`config.mk`:
```
export PLATFORM = sky130hd
export DESIGN_NAME = byte_ring_fifo_flat
export DESIGN_NICKNAME = d
export VERILOG_FILES = /design/src/hdl/brf_pkg.sv /design/src/hdl/brf_ifs.sv /design/src/hdl/brf_ram.sv /design/src/hdl/brf_ctrl.sv /design/src/hdl/brf_dpath.sv /design/src/hdl/byte_ring_fifo.sv /design/src/flat_wrapper.sv
export SDC_FILE = /design/constraint.sdc
export NUM_CORES = 2
export LEC_CHECK = 0
export BUFFER_PORTS_ARGS = -buffer_cell sky130_fd_sc_hd__buf_2
export CAP_MARGIN = 20
export CORE_MARGIN = 2
export CORE_UTILIZATION = 45
export DETAILED_ROUTE_END_ITERATION = 8
export PLACE_DENSITY = 0.67
export SKIP_LAST_GASP = 1
export SLEW_MARGIN = 25
export SYNTH_ARGS = -nofsm -noshare
export SYNTH_HDL_FRONTEND = slang
export SYNTH_SLANG_ARGS = --single-unit
```
`constraint.sdc`:
```
create_clock -name i_clk -period 7.05 [get_ports i_clk]
set_clock_uncertainty 0.2 [all_clocks]
set_input_delay 1.41 -clock i_clk [delete_from_list [all_inputs] [get_ports i_clk]]
set_output_delay 1.41 -clock i_clk [all_outputs]
set_load 0.05 [all_outputs]
```
`src/hdl/brf_pkg.sv`:
```
package brf_pkg;

    localparam int DEPTH     = 256;
    localparam int MAX_BURST = 64;
    localparam int ADDR_W    = $clog2(DEPTH);
    localparam int PTR_W     = ADDR_W + 1;
    localparam int DATA_W    = 8;
    localparam int REQ_W     = 3;
    localparam int COUNT_W   = 7;
    // wide enough to compare a count against a fill level without loss
    localparam int CMP_W     = PTR_W + COUNT_W;

    typedef enum logic [REQ_W-1:0] {
        REQ_WRITE   = 3'd0,
        REQ_READ    = 3'd1,
        REQ_PEEK    = 3'd2,
        REQ_DISCARD = 3'd3,
        REQ_RESET   = 3'd4
    } t_req;

    typedef enum logic [0:0] {
        ST_IDLE,
        ST_STREAM
    } t_state;

    typedef struct packed {
        logic in_valid;
        logic out_free;
        logic burst_req;
        logic last_byte;
    } t_dp_status;

    typedef struct packed {
        logic in_ready;
        logic accept;
        logic emit;
    } t_dp_cmd;

endpackage

```
`src/hdl/brf_ifs.sv`:
```
interface brf_req_if;
    logic                          valid;
    logic                          ready;
    logic [brf_pkg::REQ_W-1:0]     req_type;
    logic [brf_pkg::DATA_W-1:0]    wr_byte;
    logic [brf_pkg::COUNT_W-1:0]   burst_len;

    modport source (output valid, req_type, wr_byte, burst_len, input ready);
    modport sink   (input valid, req_type, wr_byte, burst_len, output ready);
endinterface

interface brf_rsp_if;
    logic                          valid;
    logic                          ready;
    logic [brf_pkg::DATA_W-1:0]    rd_byte;
    logic                          byte_valid;
    logic                          last;
    logic [brf_pkg::COUNT_W-1:0]   done_count;
    logic [brf_pkg::PTR_W-1:0]     fill_level;
    logic                          is_full;
    logic                          is_empty;

    modport source (output valid, rd_byte, byte_valid, last, done_count, fill_level,
                    is_full, is_empty, input ready);
    modport sink   (input valid, rd_byte, byte_valid, last, done_count, fill_level,
                    is_full, is_empty, output ready);
endinterface

```
`src/hdl/brf_ram.sv`:
```
module brf_ram #(
    parameter int WIDTH = 8,
    parameter int DEPTH = 256
) (
    input  logic                     i_clk,
    input  logic                     i_we,
    input  logic [$clog2(DEPTH)-1:0] i_waddr,
    input  logic [WIDTH-1:0]         i_wdata,
    input  logic                     i_re,
    input  logic [$clog2(DEPTH)-1:0] i_raddr,
    output logic [WIDTH-1:0]         o_rdata
);

    logic [WIDTH-1:0] r_mem [DEPTH];
    logic [WIDTH-1:0] r_rdata;

    always_ff @(posedge i_clk) begin
        if (i_we) begin
            r_mem[i_waddr] <= i_wdata;
        end
        if (i_re) begin
            r_rdata <= r_mem[i_raddr];
        end
    end

    assign o_rdata = r_rdata;

endmodule

```
`src/hdl/brf_ctrl.sv`:
```
module brf_ctrl (
    input  logic                i_clk,
    input  logic                i_rst_n,
    input  brf_pkg::t_dp_status i_status,
    output brf_pkg::t_dp_cmd    o_cmd
);

    brf_pkg::t_state r_state;
    brf_pkg::t_state n_state;

    always_ff @(posedge i_clk) begin
        if (!i_rst_n) begin
            r_state <= brf_pkg::ST_IDLE;
        end else begin
            r_state <= n_state;
        end
    end

    // next state
    always_comb begin
        n_state = r_state;
        case (r_state)
            brf_pkg::ST_IDLE: begin
                if (i_status.in_valid && i_status.out_free && i_status.burst_req) begin
                    n_state = brf_pkg::ST_STREAM;
                end
            end
            brf_pkg::ST_STREAM: begin
                if (i_status.out_free && i_status.last_byte) begin
                    n_state = brf_pkg::ST_IDLE;
                end
            end
            default: n_state = brf_pkg::ST_IDLE;
        endcase
    end

    // commands
    always_comb begin
        o_cmd = '0;
        case (r_state)
            brf_pkg::ST_IDLE: begin
                o_cmd.in_ready = i_status.out_free;
                o_cmd.accept   = i_status.out_free && i_status.in_valid;
            end
            brf_pkg::ST_STREAM: begin
                o_cmd.emit = i_status.out_free;
            end
            default: o_cmd = '0;
        endcase
    end

endmodule

```
`src/hdl/brf_dpath.sv`:
```
module brf_dpath (
    input  logic                 i_clk,
    input  logic                 i_rst_n,
    input  brf_pkg::t_dp_cmd     i_cmd,
    output brf_pkg::t_dp_status  o_status,
    brf_req_if.sink              i_req,
    brf_rsp_if.source            o_rsp
);

    logic [brf_pkg::PTR_W-1:0]   r_wr_ptr;
    logic [brf_pkg::PTR_W-1:0]   n_wr_ptr;
    logic [brf_pkg::PTR_W-1:0]   r_rd_ptr;
    logic [brf_pkg::PTR_W-1:0]   n_rd_ptr;
    logic [brf_pkg::PTR_W-1:0]   fill_cur;
    logic [brf_pkg::PTR_W-1:0]   fill_nxt;
    logic [brf_pkg::ADDR_W-1:0]  r_rd_addr;
    logic [brf_pkg::COUNT_W-1:0] r_left;
    logic [brf_pkg::COUNT_W-1:0] r_done;
    logic [brf_pkg::COUNT_W-1:0] lim;
    logic [brf_pkg::COUNT_W-1:0] clamp_n;
    logic [brf_pkg::COUNT_W-1:0] done_single;
    brf_pkg::t_req               req;
    logic                        full_cur;
    logic                        burst_req;
    logic                        last_byte;
    logic                        out_free;
    logic                        load_single;
    logic                        ram_we;
    logic                        ram_re;
    logic [brf_pkg::ADDR_W-1:0]  ram_raddr;
    logic [brf_pkg::DATA_W-1:0]  ram_rdata;

    logic                        r_out_valid;
    logic [brf_pkg::DATA_W-1:0]  r_rd_byte;
    logic                        r_byte_valid;
    logic                        r_last;
    logic [brf_pkg::COUNT_W-1:0] r_done_count;
    logic [brf_pkg::PTR_W-1:0]   r_fill;
    logic                        r_full;
    logic                        r_empty;

    always_comb begin
        fill_cur = r_wr_ptr - r_rd_ptr;
        full_cur = fill_cur >= brf_pkg::PTR_W'(brf_pkg::DEPTH);
        req      = brf_pkg::t_req'(i_req.req_type);
        lim      = (i_req.burst_len > brf_pkg::COUNT_W'(brf_pkg::MAX_BURST))
                 ? brf_pkg::COUNT_W'(brf_pkg::MAX_BURST) : i_req.burst_len;
        clamp_n  = (brf_pkg::CMP_W'(lim) > brf_pkg::CMP_W'(fill_cur))
                 ? brf_pkg::COUNT_W'(fill_cur) : lim;
        burst_req = (req inside {brf_pkg::REQ_READ, brf_pkg::REQ_PEEK})
                 && (clamp_n != '0);
        last_byte = r_left == brf_pkg::COUNT_W'(1);
        out_free  = !r_out_valid || o_rsp.ready;
    end

    // pointer updates happen at acceptance, so every result sees the post-request level
    always_comb begin
        n_wr_ptr    = r_wr_ptr;
        n_rd_ptr    = r_rd_ptr;
        ram_we      = 1'b0;
        done_single = '0;
        if (i_cmd.accept) begin
            case (req)
                brf_pkg::REQ_WRITE: begin
                    if (!full_cur) begin
                        ram_we      = 1'b1;
                        n_wr_ptr    = r_wr_ptr + brf_pkg::PTR_W'(1);
                        done_single = brf_pkg::COUNT_W'(1);
                    end
                end
                brf_pkg::REQ_READ, brf_pkg::REQ_DISCARD: begin
                    n_rd_ptr    = r_rd_ptr + brf_pkg::PTR_W'(clamp_n);
                    done_single = clamp_n;
                end
                brf_pkg::REQ_PEEK: begin
                    done_single = clamp_n;
                end
                brf_pkg::REQ_RESET: begin
                    n_wr_ptr = '0;
                    n_rd_ptr = '0;
                end
                default: done_single = '0;
            endcase
        end
        fill_nxt    = n_wr_ptr - n_rd_ptr;
        load_single = i_cmd.accept && !burst_req;
        ram_re      = (i_cmd.accept && burst_req) || (i_cmd.emit && !last_byte);
        ram_raddr   = i_cmd.emit ? r_rd_addr : r_rd_ptr[brf_pkg::ADDR_W-1:0];
    end

    brf_ram #(
        .WIDTH (brf_pkg::DATA_W),
        .DEPTH (brf_pkg::DEPTH)
    ) u_ram (
        .i_clk   (i_clk),
        .i_we    (ram_we),
        .i_waddr (r_wr_ptr[brf_pkg::ADDR_W-1:0]),
        .i_wdata (i_req.wr_byte),
        .i_re    (ram_re),
        .i_raddr (ram_raddr),
        .o_rdata (ram_rdata)
    );

    always_ff @(posedge i_clk) begin
        if (!i_rst_n) begin
            r_wr_ptr    <= '0;
            r_rd_ptr    <= '0;
            r_out_valid <= 1'b0;
        end else begin
            r_wr_ptr <= n_wr_ptr;
            r_rd_ptr <= n_rd_ptr;
            if (load_single || i_cmd.emit) begin
                r_out_valid <= 1'b1;
            end else if (o_rsp.ready) begin
                r_out_valid <= 1'b0;
            end
        end
    end

    always_ff @(posedge i_clk) begin
        if (i_cmd.accept && burst_req) begin
            r_left    <= clamp_n;
            r_done    <= clamp_n;
            r_rd_addr <= r_rd_ptr[brf_pkg::ADDR_W-1:0] + brf_pkg::ADDR_W'(1);
        end else if (i_cmd.emit) begin
            r_left    <= r_left - brf_pkg::COUNT_W'(1);
            r_rd_addr <= r_rd_addr + brf_pkg::ADDR_W'(1);
        end
        if (load_single) begin
            r_rd_byte    <= '0;
            r_byte_valid <= 1'b0;
            r_last       <= 1'b1;
            r_done_count <= done_single;
        end else if (i_cmd.emit) begin
            r_rd_byte    <= ram_rdata;
            r_byte_valid <= 1'b1;
            r_last       <= last_byte;
            r_done_count <= r_done;
        end
        if (load_single || i_cmd.emit) begin
            r_fill  <= fill_nxt;
            r_full  <= fill_nxt == brf_pkg::PTR_W'(brf_pkg::DEPTH);
            r_empty <= fill_nxt == '0;
        end
    end

    assign o_status.in_valid  = i_req.valid;
    assign o_status.out_free  = out_free;
    assign o_status.burst_req = burst_req;
    assign o_status.last_byte = last_byte;

    assign i_req.ready      = i_cmd.in_ready;
    assign o_rsp.valid      = r_out_valid;
    assign o_rsp.rd_byte    = r_rd_byte;
    assign o_rsp.byte_valid = r_byte_valid;
    assign o_rsp.last       = r_last;
    assign o_rsp.done_count = r_done_count;
    assign o_rsp.fill_level = r_fill;
    assign o_rsp.is_full    = r_full;
    assign o_rsp.is_empty   = r_empty;

endmodule

```
`src/hdl/byte_ring_fifo.sv`:
```
// Byte FIFO over a 256-entry ring store with read and write pointers one wrap bit
// wider than the index. Each request transaction gives one or more response
// transactions, the final one flagged by last; all of them carry the fill level and
// full/empty flags as they stand after the request. Write, discard, pointer reset
// and unknown codes give one response each, so they run at one transaction per
// cycle while the response side keeps up. A read or peek of n bytes (n clamped to
// the burst limit and the fill level) is accepted and issues the first store read,
// then streams one byte per cycle out of the registered-read store while the
// response side keeps up. No request is taken mid-burst. The response register lets
// the next request be accepted in the cycle the previous response is taken. The
// store is not cleared at reset; only the pointers, output valid and state are.
module byte_ring_fifo (
    input  logic      i_clk,
    input  logic      i_rst_n,
    brf_req_if.sink   i_req,
    brf_rsp_if.source o_rsp
);

    brf_pkg::t_dp_status status;   // datapath -> controller
    brf_pkg::t_dp_cmd    cmd;      // controller -> datapath

    // sequencer: idle / byte streaming
    brf_ctrl u_ctrl (
        .i_clk    (i_clk),
        .i_rst_n  (i_rst_n),
        .i_status (status),
        .o_cmd    (cmd)
    );

    // pointers, clamping, ring store and response register
    brf_dpath u_dpath (
        .i_clk    (i_clk),
        .i_rst_n  (i_rst_n),
        .i_cmd    (cmd),
        .o_status (status),
        .i_req    (i_req),
        .o_rsp    (o_rsp)
    );

endmodule

```
`src/flat_wrapper.sv`:
```
// flat-port wrapper written by rule: the top's interface ports become plain ports
module byte_ring_fifo_flat 
  (i_clk, i_rst_n, i_req_valid, i_req_req_type, i_req_wr_byte, i_req_burst_len, i_req_ready, o_rsp_valid, o_rsp_rd_byte, o_rsp_byte_valid, o_rsp_last, o_rsp_done_count, o_rsp_fill_level, o_rsp_is_full, o_rsp_is_empty, o_rsp_ready);
  brf_req_if i_req_i ();
  brf_rsp_if o_rsp_i ();
  input  logic i_clk;
  input  logic i_rst_n;
  input wire logic [$bits(i_req_i.valid)-1:0] i_req_valid;
  input wire logic [$bits(i_req_i.req_type)-1:0] i_req_req_type;
  input wire logic [$bits(i_req_i.wr_byte)-1:0] i_req_wr_byte;
  input wire logic [$bits(i_req_i.burst_len)-1:0] i_req_burst_len;
  output wire logic [$bits(i_req_i.ready)-1:0] i_req_ready;
  output wire logic [$bits(o_rsp_i.valid)-1:0] o_rsp_valid;
  output wire logic [$bits(o_rsp_i.rd_byte)-1:0] o_rsp_rd_byte;
  output wire logic [$bits(o_rsp_i.byte_valid)-1:0] o_rsp_byte_valid;
  output wire logic [$bits(o_rsp_i.last)-1:0] o_rsp_last;
  output wire logic [$bits(o_rsp_i.done_count)-1:0] o_rsp_done_count;
  output wire logic [$bits(o_rsp_i.fill_level)-1:0] o_rsp_fill_level;
  output wire logic [$bits(o_rsp_i.is_full)-1:0] o_rsp_is_full;
  output wire logic [$bits(o_rsp_i.is_empty)-1:0] o_rsp_is_empty;
  input wire logic [$bits(o_rsp_i.ready)-1:0] o_rsp_ready;
  assign i_req_i.valid = i_req_valid;
  assign i_req_i.req_type = i_req_req_type;
  assign i_req_i.wr_byte = i_req_wr_byte;
  assign i_req_i.burst_len = i_req_burst_len;
  assign i_req_ready = i_req_i.ready;
  assign o_rsp_valid = o_rsp_i.valid;
  assign o_rsp_rd_byte = o_rsp_i.rd_byte;
  assign o_rsp_byte_valid = o_rsp_i.byte_valid;
  assign o_rsp_last = o_rsp_i.last;
  assign o_rsp_done_count = o_rsp_i.done_count;
  assign o_rsp_fill_level = o_rsp_i.fill_level;
  assign o_rsp_is_full = o_rsp_i.is_full;
  assign o_rsp_is_empty = o_rsp_i.is_empty;
  assign o_rsp_i.ready = o_rsp_ready;
  byte_ring_fifo u_core (.i_clk(i_clk), .i_rst_n(i_rst_n), .i_req(i_req_i), .o_rsp(o_rsp_i));
endmodule
```
Word level (Yosys, flattened, before mapping)
Memories as Yosys holds them, arrays and structs flattened. A register that Yosys moved wholly into a read port is not among the register bits.
Index checks and enable logic that the tools add are counted.
Storage, ports and cells
  output and inout bits: 30
  memories kept: 1
  memory bits (read-only): 0
  register bits: 70
  input port bits: 22
  memory bits (writable): 2048
  bits in latches: 0
  logic and storage cells: 83
Memory list
  u_core.u_dpath.u_ram.r_mem: depth 256, width 8, read ports 1, clocked after Yosys merged registers in 1, wr ports 1, RTL line brf_ram.sv:14  | logic [WIDTH-1:0] r_mem [DEPTH];
Operators by class
  reductions and logical operators: 22
  bitwise logic cells: 1
  equality and inequality tests: 6
  multiply operators: 0
  shift operators: 0
  add/subtract/negate cells: 7
  divide/modulo/power cells: 0
  $lt $le $gt $ge: 3
  muxes and demuxes: 29
Operator list (count)
  $mux 7: 7
  $pmux 9 s2: 2
  $mux 9: 3
  $mux 8: 3
  $sub 9x9->9: 2
  $add 8x1->8 const B: 2
  $pmux 7 s2: 1
  $mux 1: 11
  $add 9x1->9 const B: 1
  $add 9x7->9: 1
  $eq 9x9->1 const B: 1
  $ge 9x9->1 const B: 1
  $gt 7x9->1: 1
  $logic_not 9->1: 1
  $reduce_bool 2->1: 4
  $eq 7x1->1 const B: 1
  $gt 7x7->1 const B: 1
  $logic_and 1x1->1: 7
  $reduce_bool 7->1: 1
  $sub 7x1->7 const B: 1
  $eq 3x2->1 const B: 2
  $eq 3x1->1 const B: 1
  $eq 3x3->1 const B: 1
  $logic_not 1->1: 3
  other kinds (7): 9

Depth between registers and ports, before layout
  word-level depth: 10
  mapped depth: 33

By module
Synthesis repeated with hierarchy kept, for this count alone.
Unflattened totals
  cell total of the unflattened synthesis: 4245
  area, all modules: 84282.1 um^2
Modules (own cells, without submodules)
  brf_ram: area each 79636.4 um^2, times used 1, cells each 3733, sequential area each 61739.2 um^2
  brf_dpath: area each 4581.9 um^2, times used 1, cells each 505, sequential area each 1781.7 um^2
  brf_ctrl: area each 63.8 um^2, times used 1, cells each 7, sequential area each 20.0 um^2

Worst setup path before layout
OpenSTA, ideal clock, no wires.
  path kind: input-to-reg
  from: input port i_req_burst_len[6]
  to: register u_core.u_dpath.r_full, in the netlist u_core.u_dpath.o_rsp.is_full (data pin)
  setup slack: 0.693 ns
  arrival: 6.017 ns
  path buffers: 2
  stages: 23
  data required time: 6.710 ns
  cells stage by stage: clkbuf_1 > nor2b_1 > ha_1 > or4_1 > o221ai_1 > o31ai_1 > nand3_1 > clkbuf_1 > nor2_1 > a21oi_1 > inv_1 > fa_1 > a21o_1 > a21oi_1 > o21ai_0 > xor2_1 > a22oi_1 > ha_1 > a21oi_1 > o21ai_1 > xor2_1 > or4_1 > nor2b_1
On the way
  word-level cells in the longest chain between the ends: 9
Ends and longest elaborated chain
  start: declaration: RTL line flat_wrapper.sv:11  | input wire logic [$bits(i_req_i.burst_len)-1:0] i_req_burst_len;
  $gt 7x7->1: RTL line brf_dpath.sv:46  | lim = (i_req.burst_len > brf_pkg::COUNT_W'(brf_pkg::MAX_BURST))
  $mux 7 (*): RTL line brf_dpath.sv:47  | ? brf_pkg::COUNT_W'(brf_pkg::MAX_BURST) : i_req.burst_len;
  $gt 7x9->1: RTL line brf_dpath.sv:48  | clamp_n = (brf_pkg::CMP_W'(lim) > brf_pkg::CMP_W'(fill_cur))
  $mux 7 (*): RTL line brf_dpath.sv:49  | ? brf_pkg::COUNT_W'(fill_cur) : lim;
  via u_core.u_dpath.clamp_n, one bit: RTL line brf_dpath.sv:20  | logic [brf_pkg::COUNT_W-1:0] clamp_n;
  $add 9x7->9 (*): RTL line brf_dpath.sv:72  | n_rd_ptr = r_rd_ptr + brf_pkg::PTR_W'(clamp_n);
  $pmux 9 s2 (*): RTL line brf_dpath.sv:63  | case (req)
  $mux 9 (*): RTL line brf_dpath.sv:62  | if (i_cmd.accept) begin
  $sub 9x9->9 (*): RTL line brf_dpath.sv:85  | fill_nxt = n_wr_ptr - n_rd_ptr;
  via u_core.u_dpath.fill_nxt, one bit: RTL line brf_dpath.sv:15  | logic [brf_pkg::PTR_W-1:0] fill_nxt;
  $eq 9x9->1 (*): RTL line brf_dpath.sv:142  | r_full <= fill_nxt == brf_pkg::PTR_W'(brf_pkg::DEPTH);
  end signal: assignment: RTL line brf_dpath.sv:142
  end: declaration: RTL line brf_dpath.sv:39  | logic r_full;
Mark *: on every way through the listed nets, which the timed path passes. The rest lies on a longest branch.
A chain may end at the register's enable or synchronous reset.

Final worst setup path
  from: register u_core.u_dpath.r_wr_ptr[0] in the netlist's numbering
  to: register u_core.u_dpath.r_full, in the netlist u_core.u_dpath.o_rsp.is_full (data pin)
On the way
  word-level cells in the longest chain between the ends: 8
  elaborated cells between the ends (all ways): 13
Ends and longest elaborated chain
  start: declaration: RTL line brf_dpath.sv:10  | logic [brf_pkg::PTR_W-1:0] r_wr_ptr;
  start signal: assignment: RTL line brf_dpath.sv:110  | r_wr_ptr <= n_wr_ptr;
  $sub 9x9->9 (*): RTL line brf_dpath.sv:43  | fill_cur = r_wr_ptr - r_rd_ptr;
  $gt 7x9->1: RTL line brf_dpath.sv:48
  $mux 7 (*): RTL line brf_dpath.sv:49
  via u_core.u_dpath.clamp_n, one bit: RTL line brf_dpath.sv:20
  $add 9x7->9 (*): RTL line brf_dpath.sv:72
  $pmux 9 s2 (*): RTL line brf_dpath.sv:63
  $mux 9 (*): RTL line brf_dpath.sv:62
  $sub 9x9->9 (*): RTL line brf_dpath.sv:85
  via u_core.u_dpath.fill_nxt, one bit: RTL line brf_dpath.sv:15
  $eq 9x9->1 (*): RTL line brf_dpath.sv:142
Marked as above.

==> results.md <==
* Status: finished, final reports clean
* First-pass GRT wire length at 322,000 microns
* Drt wl/cell at 27.6 microns
* Worst R2R Start: u_core.u_dpath.r_wr_ptr[0]
* Final period util at 93.3%
* Crit-path max FO at 11
* Root buffer cell: clkbuf_16
* # DRC at 0
* Number of flops mapped to enable cells by yosys at 2,096
* Largest net degree at the start of global routing at 169
* CTS buffer count at 206
* Layout area overhead at 12.0%
* Post-synth top flop: edfxtp_1
* Setup_tns at 0 ns
* CTS tree: done
* GRT overflow at 0
* Core Area at 0.188 sq mm
* Vias per Instance at 5.96
* Kind of critical path: register to register
* DP Worst Slack at 0.248 ns
* Clock sink count at 2,126
* Min-Delay Path Depth at 1
* Clk slew on worst S/H paths at 0.06 ns
* DP HPWL at 131,000 microns
* Setup violations, final at 0
* Leak at 28.8 nW
* Max-slew violation count at 0
* Internal at 20.8 mW
* R2R cell count at 29
* FF-to-FF End: u_core.u_dpath.o_rsp.is_full
* Max VDD drop at 0.000277 V
* Hold WC Path Type: register to register
* Skew-Pair Late Insertion Delay at 0.84 ns
* Area after DPL at 0.0886 sq mm
* Synth unique cells at 75
* Register area share after synthesis at 74.8%
* Seq cells post-synth at 2,126
* Crit path launch type: register
* Via count at 48,000
* Crit-path slowest cell: or4_1
* Final instance area at 0.0951 sq mm
* Post-synth design cell area at 0.0849 sq mm
* Antenna-violating nets left at 0
* CTS Buffer Depth at 3
* Crit path DAT at 7.07 ns
* Worst-Margin Slew at 1.10 ns
* DR iter-0 viols at 5,707
* Die Y at 438 microns
* Post-route insts no fill at 8,054
* Clock network fraction of total power at 39.1%
* Total GRT Usage at 22.8%
* Mux cell area share after synthesis at 10.1%
* Ys async rst share at 0%
* Slew HR at 25.0%
* Syn Nets at 5,316
* Post-Syn Instances at 5,253
* Vias in the first global route at 46,400
* Hold_sp: u_core.u_dpath.o_rsp.last
* Compound-Gate Fraction of Synth Area at 6.66%
* CP Capture Type: register
* Placer Congestion at 0.865
* Flop pwr share at 51.6%
* Sw Pwr at 6.45 mW
* FF-to-FF setup slack at 0.48 ns
* Simple-gate area share of the yosys netlist at 5.17%
* Placed instance count at 7,670
* # rows at 159
* Logic gate share of total power at 9.3%
* Max Clock Freq at 152 MHz
* PortBufs at 51
* Worst path required time at 7.54 ns
* Max incr delay on CP at 0.53 ns
* Mapped Avg Cell Area at 16.2 sq um
* Max_cap viols at 0
* Ratio of cells with drive above 1 in the final layout at 10.3%
* Die area at 0.192 sq mm
* Boundary Pins at 52
* Hold Path End: u_core.u_dpath.o_rsp.last
* Die width at 438 microns
* Combinational family with the most area after synthesis: multiplexers
* Tmin final at 6.57 ns
* Post-synthesis adder-cell area fraction at 0.631%
* Final Hold Violating Endpoints at 0
* Final WL at 223,000 microns
* H-tree Lvls at 4
* DR pass1 iterations at 6
* Nets at 5,447
* Cell Pwr Density at 286 mW/mm^2
* Syn. warnings at 0
* Antenna violations before repair at 7
* Net Sw Frac at 23.7%
* Initial Util at 45.3%
* XOR/XNOR Fraction of Synth Area at 0.433%
* Setup ws final at 0.476 ns
==> kinds of logic (layout without fill, tap and decap cells) <==
| group | count (synthesis) | in the layout |
|---|---|---|
| DFF | 2126 | 2126 |
| and+or+nand+nor | 993 | 993 |
| AOI/OAI and AO/OA | 883 | 883 |
| muxes | 837 | 837 |
| buffers and inverters | 331 | 634 |
| xor gates and xnor gates | 42 | 42 |
| adders and majority gates | 41 | 41 |
| other | 0 | 3 |
==> how the worst max path moves through the flow <==
stage	start	end	slack [ns]	cells after the start
3_3_place_gp	i_req_burst_len[6]	u_core.u_dpath.o_rsp.is_empty	0.40	26
2_1_floorplan	i_req_burst_len[6]	u_core.u_dpath.o_rsp.is_full	0.69	23
3_5_place_dp	u_core.u_dpath.r_wr_ptr[0]	u_core.u_dpath.o_rsp.is_full	0.25	28
4_1_cts	u_core.u_dpath.r_wr_ptr[0]	u_core.u_dpath.o_rsp.is_full	0.24	28
5_1_grt	u_core.u_dpath.r_wr_ptr[0]	u_core.u_dpath.o_rsp.is_full	-0.04	32
6_report	u_core.u_dpath.r_wr_ptr[0]	u_core.u_dpath.o_rsp.is_full	0.48	29
==> registers in the layout, indices dropped and copies added (netlist names) <==
signal and flops:
u_core.u_dpath.o_rsp.is_full 1, u_core.u_dpath.o_rsp.rd_byte 8, u_core.u_dpath.u_ram.o_rdata 8, u_core.u_dpath.o_rsp.fill_level 9
u_core.u_dpath.u_ram.r_mem 2048, u_core.u_dpath.o_rsp.valid 1, u_core.u_dpath.o_rsp.last 1, u_core.u_dpath.o_rsp.byte_valid 1
u_core.u_dpath.o_rsp.done_count 7, u_core.u_dpath.r_left 7, u_core.u_dpath.r_rd_addr 8, u_core.u_dpath.r_wr_ptr 9
u_core.u_ctrl.r_state 1, u_core.u_dpath.r_done 7, u_core.u_dpath.o_rsp.is_empty 1, u_core.u_dpath.r_rd_ptr 9
==> synthesized netlist by cell type, drive strengths merged, types with 5 or more instances <==
| cell | instances | area [sq um] |
|---|---|---|
| mux2i | 820 | 8210 |
| a21oi | 192 | 961 |
| or3 | 9 | 56.3 |
| o2111ai | 9 | 78.8 |
| ha | 38 | 475 |
| edfxtp | 2096 | 62900 |
| nor2b | 28 | 175 |
| nor3 | 12 | 65.1 |
| a21boi | 18 | 135 |
| o22ai | 378 | 2360 |
| and3 | 18 | 113 |
| nand3 | 63 | 315 |
| and2 | 13 | 81.3 |
| nand2b | 7 | 43.8 |
| a22oi | 16 | 120 |
| a31oi | 14 | 93.8 |
| or4b | 7 | 70.1 |
| o21a | 21 | 158 |
| a2111oi | 7 | 61.3 |
| a41oi | 16 | 140 |
| nand2 | 428 | 1620 |
| clkbuf | 93 | 350 |
| a2111o | 7 | 78.8 |
| o41ai | 64 | 561 |
| dfxtp | 30 | 601 |
| xor2 | 16 | 140 |
| o21ai | 92 | 475 |
| nor2 | 310 | 1170 |
| mux4 | 16 | 360 |
| inv | 29 | 109 |
| o221ai | 8 | 70.1 |
| xnor2 | 26 | 228 |
| or4 | 42 | 315 |
| buf | 209 | 1400 |
| o31ai | 13 | 116 |
| nand4 | 17 | 106 |
| nor4 | 25 | 156 |
| a21o | 5 | 37.5 |
| a211o | 7 | 61.3 |
==> timing repair <==
action / 4_1_cts / 5_1_grt
hold buffers: 0 / 0
setup endpoints to repair: 0 / 3
resized for setup: 0 / 14
hold endpoints to repair: 0 / 0
setup buffers: 0 / 1
==> final cells by class <==
| type | instances | area, sq um |
|---|---|---|
| Clock inverter | 118 | 1010 |
| Fill cell | 15200 | 92500 |
| Sequential cell | 2126 | 63500 |
| Tap cell | 2495 | 3120 |
| Antenna cell | 3 | 7.51 |
| Timing Repair Buffer | 225 | 2100 |
| Clock buffer | 262 | 5480 |
| Multi-Input combinational cell | 2796 | 19700 |
| Inverter | 29 | 109 |
==> critical path, delay by kind of cell (launching register included) <==
kind / cells / cell delay, ns
AND/OR/NAND/NOR: 7 / 1.55
AO/OA/AOI/OAI: 10 / 1.64
buffers and inverters: 4 / 0.50
flip-flops: 1 / 0.38
XOR/XNOR: 3 / 0.54
adder cells (fa/ha/maj): 5 / 1.61
==> per-layer routing <==
metal / wire, microns / vias up / share of wire (%) / global-route usage (%)
met5: 74 / - / 0.033 / 0
met4: 7180 / 10 / 3.2 / 7.79
met3: 19200 / 385 / 8.6 / 3.92
met2: 107000 / 2300 / 48 / 36.6
met1: 89700 / 24400 / 40 / 31.6
li1: - / 20900 / - / -
==> metrics by stage <==
| stage | hold WS (ns) | power [mW] | util, % |
|---|---|---|---|
| final | 0.277 | 27.2 | 50.7 |
| after global routing | 0.303 | 28.0 | 50.7 |
| after CTS | 0.282 | 27.3 | 50.7 |
| after detailed placement | 0.269 | 16.8 | 47.2 |
| after global placement | 0.249 | 16.8 | 47.2 |
| after floorplan | 0.271 | 15.8 | - |
==> power groups by stage <==
stage	Combinational [mW]	Sequential [mW]	Clock [mW]
after floorplan	1.36	14.4	0
after global placement	2.48	14.3	0
after detailed placement	2.50	14.3	0
after CTS	2.51	14.0	10.8
after global routing	2.66	14.0	11.3
final	2.54	14.0	10.7
==> layout by cell type, fill, tap and decap left out, types with 51 or more instances in the layout <==
| master | netlist | routed |
|---|---|---|
| clkinv_1 | 0 | 51 |
| o21ai_0 | 80 | 76 |
| nand2_1 | 425 | 415 |
| o41ai_1 | 64 | 64 |
| edfxtp_1 | 2096 | 2096 |
| nand3_1 | 63 | 62 |
| o22ai_1 | 378 | 378 |
| a21oi_1 | 192 | 187 |
| buf_4 | 51 | 137 |
| clkbuf_16 | 0 | 210 |
| mux2i_1 | 820 | 820 |
| nor2_1 | 309 | 305 |
Note: power is estimated with default switching activity, not from simulation.
